**src/rtl/dsv_pkg.sv**
```systemverilog
// ----------------------------------------------------------------------------
// dsv_pkg
// Shared types, codes and byte classifiers for the decimal string validator.
// ----------------------------------------------------------------------------
package dsv_pkg;

  // Width of the internal accumulator (range 8 to 64).
  localparam int VALUE_BITS = 32;

  localparam int CHAR_BITS   = 8;
  localparam int STATUS_BITS = 2;
  localparam int OUT_BITS    = 32;
  localparam int TDATA_BITS  = 40;

  localparam logic [CHAR_BITS-1:0] CHAR_NUL   = 8'h00;
  localparam logic [CHAR_BITS-1:0] CHAR_SPACE = 8'h20;  // ' '
  localparam logic [CHAR_BITS-1:0] CHAR_PLUS  = 8'h2B;  // '+'
  localparam logic [CHAR_BITS-1:0] CHAR_TAB   = 8'd9;
  localparam logic [CHAR_BITS-1:0] CHAR_CR    = 8'd13;
  localparam logic [CHAR_BITS-1:0] CHAR_ZERO  = 8'h30;  // '0'
  localparam logic [CHAR_BITS-1:0] CHAR_NINE  = 8'h39;  // '9'

  typedef enum logic [2:0] {
    PH_LEAD   = 3'd0,
    PH_SIGN   = 3'd1,
    PH_DIGITS = 3'd2,
    PH_TRAIL  = 3'd3,
    PH_REJECT = 3'd4
  } phase_t;

  typedef enum logic [STATUS_BITS-1:0] {
    ST_OK       = 2'd0,
    ST_NAN      = 2'd1,
    ST_OVERFLOW = 2'd2,
    ST_ZERO     = 2'd3
  } status_t;

  // Registered input byte handed to the parser.
  typedef struct packed {
    logic                 valid;
    logic [CHAR_BITS-1:0] code;
  } char_word_t;

  function automatic logic is_space(input logic [CHAR_BITS-1:0] c);
    return (c == CHAR_SPACE) || (c >= CHAR_TAB && c <= CHAR_CR);
  endfunction

  function automatic logic is_digit(input logic [CHAR_BITS-1:0] c);
    return (c >= CHAR_ZERO) && (c <= CHAR_NINE);
  endfunction

endpackage

```
**src/rtl/dsv_in_reg.sv**
```systemverilog
// ----------------------------------------------------------------------------
// dsv_in_reg
// Input register stage: captures one byte from the slave stream per cycle while s_tready is high.
// ----------------------------------------------------------------------------
module dsv_in_reg (
  input  logic                           clk,
  input  logic                           rst,
  input  logic                           s_tvalid,
  output logic                           s_tready,
  input  logic [dsv_pkg::CHAR_BITS-1:0]  s_tdata,
  input  logic                           advance,
  output dsv_pkg::char_word_t            char_word
);

  logic                          valid;
  logic [dsv_pkg::CHAR_BITS-1:0] code;

  // The register frees up when empty or when the parser consumes it now.
  assign s_tready  = !valid || advance;
  assign char_word = '{valid: valid, code: code};

  always_ff @(posedge clk) begin
    if (rst) begin
      valid <= 1'b0;
    end else if (s_tready) begin
      valid <= s_tvalid;
    end
  end

  always_ff @(posedge clk) begin
    if (s_tready && s_tvalid) begin
      code <= s_tdata;
    end
  end

endmodule

```
**src/rtl/dsv_parser.sv**
```systemverilog
// ----------------------------------------------------------------------------
// dsv_parser
// Parse state, exact-overflow accumulator and the result register.
// ----------------------------------------------------------------------------
module dsv_parser (
  input  logic                            clk,
  input  logic                            rst,
  input  dsv_pkg::char_word_t             char_word,
  output logic                            advance,
  output logic                            m_tvalid,
  input  logic                            m_tready,
  output logic [dsv_pkg::TDATA_BITS-1:0]  m_tdata
);

  localparam int VB = dsv_pkg::VALUE_BITS;

  dsv_pkg::phase_t  phase, phase_next;
  logic [VB-1:0]    acc, acc_next;
  logic             ovf, ovf_next;

  logic                          out_valid;
  dsv_pkg::status_t              out_status;
  logic [dsv_pkg::OUT_BITS-1:0]  out_value;
  dsv_pkg::status_t              status_calc;
  logic [VB-1:0]                 value_calc;

  logic          term, digit, space, plus;
  logic [VB+3:0] acc_x10;
  logic          digit_ovf;
  logic [VB-1:0] acc_digit;
  logic          out_free;

  assign term  = (char_word.code == dsv_pkg::CHAR_NUL);
  assign digit = dsv_pkg::is_digit(char_word.code);
  assign space = dsv_pkg::is_space(char_word.code);
  assign plus  = (char_word.code == dsv_pkg::CHAR_PLUS);

  // A terminator needs a free result register; other bytes always pass.
  assign out_free = !out_valid || m_tready;
  assign advance  = char_word.valid && (!term || out_free);

  // acc*10 + digit in a word four bits wider; any upper bit set is overflow.
  assign acc_x10 = ({4'b0, acc} << 3) + ({4'b0, acc} << 1)
                 + (VB+4)'(char_word.code - dsv_pkg::CHAR_ZERO);
  assign digit_ovf = |acc_x10[VB+3:VB];

  always_comb begin
    if (ovf) begin
      acc_digit = acc;
    end else if (digit_ovf) begin
      acc_digit = '1;
    end else begin
      acc_digit = acc_x10[VB-1:0];
    end
  end

  // Next parse state.
  always_comb begin
    phase_next = phase;
    acc_next   = acc;
    ovf_next   = ovf;
    if (term) begin
      phase_next = dsv_pkg::PH_LEAD;
      acc_next   = '0;
      ovf_next   = 1'b0;
    end else begin
      case (phase)
        dsv_pkg::PH_LEAD: begin
          if (space) begin
            phase_next = dsv_pkg::PH_LEAD;
          end else if (plus) begin
            phase_next = dsv_pkg::PH_SIGN;
          end else if (digit) begin
            phase_next = dsv_pkg::PH_DIGITS;
            acc_next   = acc_digit;
            ovf_next   = ovf || digit_ovf;
          end else begin
            phase_next = dsv_pkg::PH_REJECT;
          end
        end
        dsv_pkg::PH_SIGN, dsv_pkg::PH_DIGITS: begin
          if (digit) begin
            phase_next = dsv_pkg::PH_DIGITS;
            acc_next   = acc_digit;
            ovf_next   = ovf || digit_ovf;
          end else if (space && phase == dsv_pkg::PH_DIGITS) begin
            phase_next = dsv_pkg::PH_TRAIL;
          end else begin
            phase_next = dsv_pkg::PH_REJECT;
          end
        end
        dsv_pkg::PH_TRAIL: begin
          if (!space) begin
            phase_next = dsv_pkg::PH_REJECT;
          end
        end
        default: begin
          phase_next = dsv_pkg::PH_REJECT;
        end
      endcase
    end
  end

  // Result for a terminator, checks in priority order.
  always_comb begin
    if (phase != dsv_pkg::PH_DIGITS && phase != dsv_pkg::PH_TRAIL) begin
      status_calc = dsv_pkg::ST_NAN;
      value_calc  = '0;
    end else if (ovf) begin
      status_calc = dsv_pkg::ST_OVERFLOW;
      value_calc  = '1;
    end else if (acc == '0) begin
      status_calc = dsv_pkg::ST_ZERO;
      value_calc  = '0;
    end else begin
      status_calc = dsv_pkg::ST_OK;
      value_calc  = acc;
    end
  end

  always_ff @(posedge clk) begin
    if (rst) begin
      phase <= dsv_pkg::PH_LEAD;
      acc   <= '0;
      ovf   <= 1'b0;
    end else if (advance) begin
      phase <= phase_next;
      acc   <= acc_next;
      ovf   <= ovf_next;
    end
  end

  always_ff @(posedge clk) begin
    if (rst) begin
      out_valid <= 1'b0;
    end else if (advance && term) begin
      out_valid <= 1'b1;
    end else if (m_tready) begin
      out_valid <= 1'b0;
    end
  end

  always_ff @(posedge clk) begin
    if (advance && term) begin
      out_status <= status_calc;
      out_value  <= dsv_pkg::OUT_BITS'(value_calc);
    end
  end

  assign m_tvalid = out_valid;
  assign m_tdata  = {{(dsv_pkg::TDATA_BITS - dsv_pkg::STATUS_BITS - dsv_pkg::OUT_BITS){1'b0}},
                     out_value, out_status};

`ifndef SYNTHESIS
  a_term_clears: assert property (@(posedge clk) disable iff (rst)
    (advance && term) |=> (phase == dsv_pkg::PH_LEAD && acc == '0 && !ovf))
    else $error("parse state not cleared after terminator");

  a_ovf_saturates: assert property (@(posedge clk) disable iff (rst)
    ovf |-> (acc == '1))
    else $error("overflow seen but accumulator not saturated");

  a_ovf_phase: assert property (@(posedge clk) disable iff (rst)
    ovf |-> (phase == dsv_pkg::PH_DIGITS || phase == dsv_pkg::PH_TRAIL
             || phase == dsv_pkg::PH_REJECT))
    else $error("overflow flag set before any digit");

  a_nan_zero: assert property (@(posedge clk) disable iff (rst)
    (out_valid && (out_status == dsv_pkg::ST_NAN || out_status == dsv_pkg::ST_ZERO))
      |-> (out_value == '0))
    else $error("non-numeric or zero result with nonzero value");

  a_no_term_when_full: assert property (@(posedge clk) disable iff (rst)
    (out_valid && !m_tready) |-> !(advance && term))
    else $error("terminator consumed while result register is held");
`endif

endmodule

```
**src/rtl/decimal_string_validator_top.sv**
```systemverilog
// ----------------------------------------------------------------------------
// decimal_string_validator_top
// Parses zero-terminated ASCII decimal strings and reports status and value.
// ----------------------------------------------------------------------------
// Usage: bytes arrive one word at a time on the s_ stream; a zero byte ends a
// string. The accepted form is optional whitespace (space, codes 9 to 13),
// an optional '+', one or more digits, then optional whitespace. Only the
// terminator produces a result word on the m_ stream, carrying a status
// (ok, not a number, overflow, zero) and the 32-bit value.
// A terminator taken from the s_ stream goes through the input register, then
// the result register, and is then presented on m_tvalid. The throughput is
// one byte per cycle while no terminator waits. The digit update (acc*10 + d
// with an exact overflow check on a word four bits wider) is combinational.
// When the receiver stalls, ordinary bytes keep flowing; only a terminator
// waits in the input register until the held result has been taken, so
// s_tready falls then. Reset (rst, synchronous) empties both registers and
// returns the parser to expecting leading whitespace.
// ----------------------------------------------------------------------------
module decimal_string_validator_top (
  input  logic                            clk,
  input  logic                            rst,
  input  logic                            s_tvalid,
  output logic                            s_tready,
  input  logic [dsv_pkg::CHAR_BITS-1:0]   s_tdata,   // [7:0] char_code
  output logic                            m_tvalid,
  input  logic                            m_tready,
  output logic [dsv_pkg::TDATA_BITS-1:0]  m_tdata    // [1:0] status, [33:2] value
);

  // Byte held in the input register, and the parser's consume strobe.
  dsv_pkg::char_word_t char_word;
  logic                advance;

  dsv_in_reg u_in_reg (
    .clk       (clk),
    .rst       (rst),
    .s_tvalid  (s_tvalid),
    .s_tready  (s_tready),
    .s_tdata   (s_tdata),
    .advance   (advance),
    .char_word (char_word)
  );

  dsv_parser u_parser (
    .clk       (clk),
    .rst       (rst),
    .char_word (char_word),
    .advance   (advance),
    .m_tvalid  (m_tvalid),
    .m_tready  (m_tready),
    .m_tdata   (m_tdata)
  );

endmodule
```
**config.mk**
```make
export PLATFORM = sky130hd
export DESIGN_NAME = decimal_string_validator_top
export DESIGN_NICKNAME = d
export VERILOG_FILES = /design/src/rtl/dsv_pkg.sv /design/src/rtl/dsv_in_reg.sv /design/src/rtl/dsv_parser.sv /design/src/rtl/decimal_string_validator_top.sv
export SDC_FILE = /design/constraint.sdc
export NUM_CORES = 1
export LEC_CHECK = 0
export CELL_PAD_IN_SITES_DETAIL_PLACEMENT = 0
export CELL_PAD_IN_SITES_GLOBAL_PLACEMENT = 1
export CORE_MARGIN = 4
export CORE_UTILIZATION = 53
export CTS_BUF_LIST = sky130_fd_sc_hd__clkbuf_8
export DETAILED_ROUTE_END_ITERATION = 12
export DONT_BUFFER_PORTS = 1
export PLACE_DENSITY_LB_ADDON = 0.1
export REMOVE_ABC_BUFFERS = 1
export SYNTH_ARGS = -nofsm -noshare
export SYNTH_HDL_FRONTEND = slang
export SYNTH_HIERARCHICAL = 1
export SYNTH_SLANG_ARGS = --single-unit
export TNS_END_PERCENT = 20
```
**constraint.sdc**
```tcl
create_clock -name clk -period 10.2 [get_ports clk]
set_clock_uncertainty 0.1 [all_clocks]
set_input_delay 1.53 -clock clk [delete_from_list [all_inputs] [get_ports clk]]
set_output_delay 1.53 -clock clk [all_outputs]
set_load 0.01 [all_outputs]
```
==> impl_metrics.tcl, run 1 <==
set metrics [dict create \
    r2r_cells 16 \
    syn_area_per_cell_sq_um 8.91 \
    crit_path_end_kind "flop" \
    hold-worst-slack_ps 410 \
    worstPathArrival_ps 5130 \
    synth_edf_count 42 \
    postCtsResizedCells 0 \
    timing.final.ws_setup_ps 5240 \
    clock_latency_ps 360 \
    synth_top_area_cell "edfxtp_1" \
    cts_buffer_depth 2 \
    grt_pass1_wl_mm 25.2 \
    die_w_microns 114 \
    synth_top_area_share 0.211 \
    place_ws_ps 5360 \
    tightestPinTransition_ps 1020 \
    cts_sinks 80 \
    antenna_found_initial 0 \
    setup_viol 0 \
    htreeDepth 3 \
    root_buffer "clkbuf_8" \
    leakagePower_nw 2.45 \
    nFillCells 1002 \
    postCtsHoldBufs 0 \
    drv_cap 0 \
    cp-start-kind "flop" \
    muxShareOfSynthArea 0 \
    grt_pass1_vias 4631 \
    place.gp.congestion 0.908 \
    design_area_sq_um 6210 \
    synth_xor_area_frac 0.0510 \
    ys_seq_area_frac 0.338 \
    hp-class "flop to flop" \
    drv_slew 0 \
    r2r-start "u_in_reg/code[5]$_DFFE_PP_" \
    power_density_nw_per_um2 113 \
    ant_nets 0 \
    ys_types 63 \
    async_reset_ff_frac 0 \
    start_util 0.548 \
    reg2reg_to "u_parser/acc[0]$_SDFFE_PP0P_" \
    rsz0062_at_grt "false" \
    nNetsFinal 736 \
    cp_max_fo 33 \
    slew_headroom 0.318 \
    grt.overflow.total 0 \
    n_antenna_cell 0 \
    place_area_sq_um 6020 \
    netlist_instances 672 \
    hpwl_mm 11.8 \
    rrSetupSlack_ps 5240 \
    clk_pin_slew_ps 80 \
    power_mw 0.702 \
    timing.fmax_ghz 0.202 \
    synthTopCellsByCount "nor2_1, nand2_1, a21oi_1, edfxtp_1, ha_1" \
    drive_gt1_frac 0.0502 \
    cts_setup_buffers 0 \
    synth-compound-area-share 0.180 \
    ys.flop_type "edfxtp_1" \
    die_area_sq_um 13100 \
    synthSimpleGateAreaFrac 0.187 \
    max-vdd-ir-drop_uv 95.6 \
    worst-setup-path-type "flop to flop" \
    syn_to_final_growth_pct 3.70 \
    wirelength_mm 15.4 \
    worstHoldPathCells 2 \
    std_cell_rows 38 \
    via_count 4889 \
    synthTopCellsByArea "edfxtp_1, dfxtp_1, fa_1, ha_1, nor2_1" \
    wl_per_cell_microns 19.3 \
    ys_ff_latch 80 \
    grt_max_degree 36 \
    finalHoldViolations 0 \
    hold-path-endpoint "u_parser/acc[27]$_SDFFE_PP0P_" \
    io_pins 54 \
    port_buffers 0 \
    fp.coreArea_sq_um 10900 \
    post-route-drc-count 0 \
    grt_use_total 0.244 \
    viasPerCell 6.13 \
    status "complete, no violations" \
    synthAdderAreaFrac 0.187 \
    synth.most_common_cell "nor2_1" \
    die_h_microns 114 \
    cts_tree "yes" \
    synth_top_family_by_area "adder cells" \
    cp.required_ps 10380 \
    period_share 0.486 \
    min_from "u_parser/acc[27]$_SDFFE_PP0P_" \
    syn_area_sq_um 5990 \
    cts_buffers 9 \
    dr.pass1.iters 5 \
    setup-tns-final_ps 0 \
    drt_iter0_markers 420 \
    fin_crit_ps 4960 \
    yosysWarnings 6 \
]
layer usage:
layer / routed length [microns] / global-route usage / vias up
met5: 0 / 0 / -
met1: 7560 / 0.363 / 2335
met3: 983 / 0.0507 / 21
met2: 6600 / 0.355 / 183
li1: - / - / 2350
met4: 293 / 0.0752 / 0
worst max path at each step:
stage                                     from                      endpoint  slack [ps]  depth (start not counted)
global placement    u_in_reg/code[5]$_DFFE_PP_  u_parser/acc[0]$_SDFFE_PP0P_        5410                         16
detailed placement  u_in_reg/code[5]$_DFFE_PP_  u_parser/acc[0]$_SDFFE_PP0P_        5360                         16
global route        u_in_reg/code[5]$_DFFE_PP_     u_parser/ovf$_SDFFE_PP0P_        4980                         16
finish              u_in_reg/code[5]$_DFFE_PP_  u_parser/acc[0]$_SDFFE_PP0P_        5240                         16
floorplan           u_in_reg/code[5]$_DFFE_PP_     u_parser/ovf$_SDFFE_PP0P_        5060                         14
CTS                 u_in_reg/code[5]$_DFFE_PP_     u_parser/ovf$_SDFFE_PP0P_        5310                         16
where the power goes:
group	leakage [nW]	total, mW	switching, mW	internal, mW
sequential	0.638	0.350	0.00904	0.341
combinational	1.72	0.127	0.0814	0.0454
clock	0.0959	0.225	0.114	0.111
area by class of cell:
type / count / area (sq um) / share of cell area
Multi-Input combinational cell: 526 / 3670 / 0.591
Sequential cell: 80 / 2020 / 0.325
Tap cell: 140 / 175 / 0.0282
Clock buffer: 9 / 124 / 0.0199
Inverter: 30 / 113 / 0.0181
Clock inverter: 7 / 65.1 / 0.0105
Timing Repair Buffer: 6 / 45.0 / 0.00725
critical path, cell delays in order, from the launching register on:
cell and delay (ps):
edfxtp_1 480, ha_1 280, or3_1 440, inv_1 100, buf_4 390, fa_1 510, ha_1 440, a21oi_1 250
o21ai_0 210, a221oi_1 350, o31ai_1 110, a31oi_1 210, xor2_1 100, nand3_1 90, buf_4 370, o21ai_0 130
a311oi_1 270
registers in the layout, summed over array words and instances, names as in the netlist:
signal               count
u_in_reg/code            8
u_parser/out_status      2
u_parser/out_value      32
u_parser/ovf             1
u_parser/m_tvalid        1
u_parser/phase           3
u_in_reg/valid           1
u_parser/acc            32
stage by stage:
| step | instances | utilization |
|---|---|---|
| 2_1_floorplan | 636 | - |
| 3_5_place_dp | 782 | 0.551 |
| 6_report | 798 | 0.568 |
| 3_3_place_gp | 782 | 0.551 |
| 5_1_grt | 798 | 0.568 |
| 4_1_cts | 798 | 0.568 |
layout by cell type, fill, tap and decap left out, types with 5 or more instances in the layout:
master	count
a211oi_1	5
a21o_1	13
a21oi_1	45
a31oi_1	6
buf_4	6
clkbuf_8	9
conb_1	6
dfxtp_1	38
edfxtp_1	42
fa_1	31
ha_1	40
inv_1	32
nand2_1	65
nand3_1	12
nand4_1	13
nor2_1	77
nor3_1	37
nor4_1	10
o211ai_1	5
o21ai_0	29
o21ai_1	31
o21bai_1	8
xnor2_1	19
xor2_1	14
cell families after synthesis:
| family | Yosys count |
|---|---|
| AND/OR/NAND/NOR | 240 |
| flip-flops | 80 |
| AO/OA/AOI/OAI | 175 |
| adder cells (fa/ha/maj) | 71 |
| other | 1 |
| buffers and inverters | 71 |
| XOR/XNOR | 34 |
(Power assumes the default switching activity.)
==> run 2: changes to the inputs <==
--- a/config.mk
+++ b/config.mk
@@ -5,10 +5,11 @@
 export SDC_FILE = /design/constraint.sdc
 export NUM_CORES = 1
 export LEC_CHECK = 0
+export ABC_AREA = 1
 export CELL_PAD_IN_SITES_DETAIL_PLACEMENT = 0
 export CELL_PAD_IN_SITES_GLOBAL_PLACEMENT = 1
 export CORE_MARGIN = 4
-export CORE_UTILIZATION = 53
+export CORE_UTILIZATION = 45
 export CTS_BUF_LIST = sky130_fd_sc_hd__clkbuf_8
 export DETAILED_ROUTE_END_ITERATION = 12
 export DONT_BUFFER_PORTS = 1
==> constraint.sdc (replaced) <==
create_clock -name clk -period 4.15 [get_ports clk]
set_clock_uncertainty 0.1 [all_clocks]
set_input_delay 0.6225 -clock clk [delete_from_list [all_inputs] [get_ports clk]]
set_output_delay 0.6225 -clock clk [all_outputs]
set_load 0.01 [all_outputs]
==> run 2 against run 1 <==
Effect of this change: cell count up 32%; maximum frequency is 23% higher; global-route usage decreased by 3.5 points; power is 150% higher; non-clock buffer count unchanged; synthesized cell count up 29%; wire length grew 15%; via count increased by 12%; combinational power grew to 2.7 times the previous value; first-iteration DRC count shrank 30%; flip-flop and latch count did not move; critical path depth grew 4.
==> impl_metrics.tcl, run 2 <==
set metrics [dict create \
    status "complete, no violations" \
    cts_buffer_depth 2 \
    ant_nets 0 \
    syn_to_final_growth_pct 3.70 \
    switching_share 0.319 \
    largestRegisters "u_parser/acc x32, u_parser/out_value x32, u_in_reg/code x8" \
    start_util 0.458 \
    cts_tree "yes" \
    layout.cells.non_filler 1050 \
    synthTopCellsByArea "edfxtp_1, nand2_1, dfxtp_1, fa_1, ha_1" \
    netlist_instances 864 \
    cts_sinks 80 \
    async_reset_ff_frac 0 \
    setup-tns-final_ps 0 \
    clk_pin_slew_ps 90 \
    port_buffers 0 \
    cts_buffers 9 \
    via_count 5491 \
    final_common_cell "nand2_1" \
    dr_wl_met3_microns 605 \
    die_h_microns 132 \
    nNetsFinal 940 \
    grt_use_total 0.209 \
    p_switching_mw 0.553 \
    postCtsResizedCells 0 \
    ys_ff_latch 80 \
    drv_slew 0 \
    drt_iter0_markers 292 \
    clock_latency_ps 380 \
    crit_path_end_kind "flop" \
    worst-setup-path-type "flop to flop" \
    pwr-share-seq 0.492 \
    power_density_nw_per_um2 241 \
    syn_area_sq_um 6940 \
    syn_area_per_cell_sq_um 8.03 \
    grt.overflow.total 0 \
    fp.coreArea_sq_um 15100 \
    pwr-share-comb 0.197 \
    fin_util 0.475 \
    max-vdd-ir-drop_uv 123 \
    hpwl_mm 13.1 \
    finalHoldViolations 0 \
    p_int_mw 1.18 \
    die_w_microns 132 \
    ys.flop_type "edfxtp_1" \
    synth_top_area_share 0.182 \
    root_buffer "clkbuf_8" \
    place_area_sq_um 7020 \
    cp_max_fo 33 \
    timing.fmax_ghz 0.249 \
    n_antenna_cell 0 \
    leakagePower_nw 3.18 \
    place_inst 1034 \
    yosysWarnings 6 \
    synth_top_area_cell "edfxtp_1" \
    top_layer "met4" \
    design_area_sq_um 7190 \
    rsz0062_at_grt "false" \
    hold-worst-slack_ps 201 \
    dr.pass1.iters 5 \
    viasPerCell 5.23 \
    wirelength_mm 17.7 \
    std_cell_rows 45 \
    wl_met1_mm 8.26 \
    worstPathArrival_ps 4190 \
    htreeDepth 3 \
    grt_pass1_vias 5601 \
    synthTopCellsByCount "nand2_1, nor2_1, inv_1, a21oi_1, nand2_2" \
    cp-start-kind "flop" \
    cp.required_ps 4320 \
    wl_per_cell_microns 16.9 \
    drive_gt1_frac 0.177 \
    grt_max_degree 39 \
    die_area_sq_um 17500 \
    dr_wl_met2_mm 8.60 \
    ys_seq_area_frac 0.291 \
    fin_crit_ps 4020 \
    synth_edf_count 42 \
    tightestPinTransition_ps 1090 \
    setup_viol 0 \
    antenna_found_initial 0 \
    io_pins 54 \
    period_share 0.969 \
    grt_pass1_wl_mm 29.2 \
    drv_cap 0 \
    post-route-drc-count 0 \
    slew_headroom 0.270 \
    synth.most_common_cell "nand2_1" \
    ys_types 47 \
    p_clk_frac 0.311 \
    place.gp.congestion 0.887 \
    cts_setup_buffers 0 \
    hp-class "primary input to flop" \
    postCtsHoldBufs 0 \
    layout_common_cells "nand2_1, nor2_1, inv_1" \
]
[run 2: logic make-up (layout without fill, tap and decap cells)]
group	after synthesis	in the layout	share of synthesized area
other cells	1	6	0.000541
flops	80	80	0.291
fa+ha+maj	71	71	0.162
xor+xnor	24	24	0.0303
simple gates	440	440	0.312
buf+inv	129	122	0.0907
compound gates	119	119	0.113
[run 2: cell type report]
| class | count | area [sq um] |
|---|---|---|
| clock buffer | 9 | 124 |
| clock inverter | 7 | 47.5 |
| fill | 1494 | 7950 |
| inverter | 100 | 375 |
| multi-input combinational | 660 | 4310 |
| sequential | 80 | 2020 |
| tap | 188 | 235 |
| timing repair buffer | 6 | 82.6 |
[run 2: path summary, 6_finish.rpt]
kind,depth (start not counted),end,slack (ps),startpoint
setup / recovery,20,u_parser/acc[2]$_SDFFE_PP0P_,130,u_in_reg/code[5]$_DFFE_PP_
hold reg to reg,2,u_parser/phase[0]$_SDFFE_PP0P_,400,u_parser/phase[0]$_SDFFE_PP0P_
setup reg to reg,20,u_parser/acc[2]$_SDFFE_PP0P_,130,u_in_reg/code[5]$_DFFE_PP_
hold / removal,1,u_parser/acc[29]$_SDFFE_PP0P_,200,rst
[run 2: routing by layer]
layer,GRT usage,vias to the layer above
met3,0.0324,15
met4,0.0613,0
li1,-,2768
met2,0.355,85
met5,0,-
met1,0.276,2623
[run 2: power groups by stage]
stage	logic [mW]	registers [mW]	clock network (mW)
after detailed placement	0.340	0.872	0
after floorplan	0.259	0.868	0
after global placement	0.337	0.872	0
after CTS	0.342	0.854	0.562
final	0.342	0.854	0.539
after global routing	0.378	0.856	0.592
[run 2: worst max-delay path, stage by stage (launching register included)]
cell and delay [ps]:
edfxtp_1 450, ha_1 290, nor2_2 180, buf_12 230
inv_1 110, fa_1 490, inv_1 50, ha_1 380
a21oi_1 260, o21ai_0 160, nand2_1 80, nand2_1 50
a21oi_1 210, nand2_1 90, nand2_1 70, nand2_2 90
nor2_8 100, buf_12 230, nand3_1 120, nand2_2 80
a21oi_2 50
[run 2: stage by stage]
| stage | worst slack [ps] | power (mW) |
|---|---|---|
| after global placement | 266 | 1.21 |
| after floorplan | -811 | 1.13 |
| after detailed placement | 170 | 1.21 |
| after global routing | 7.22 | 1.83 |
| after CTS | 152 | 1.76 |
| final | 128 | 1.73 |
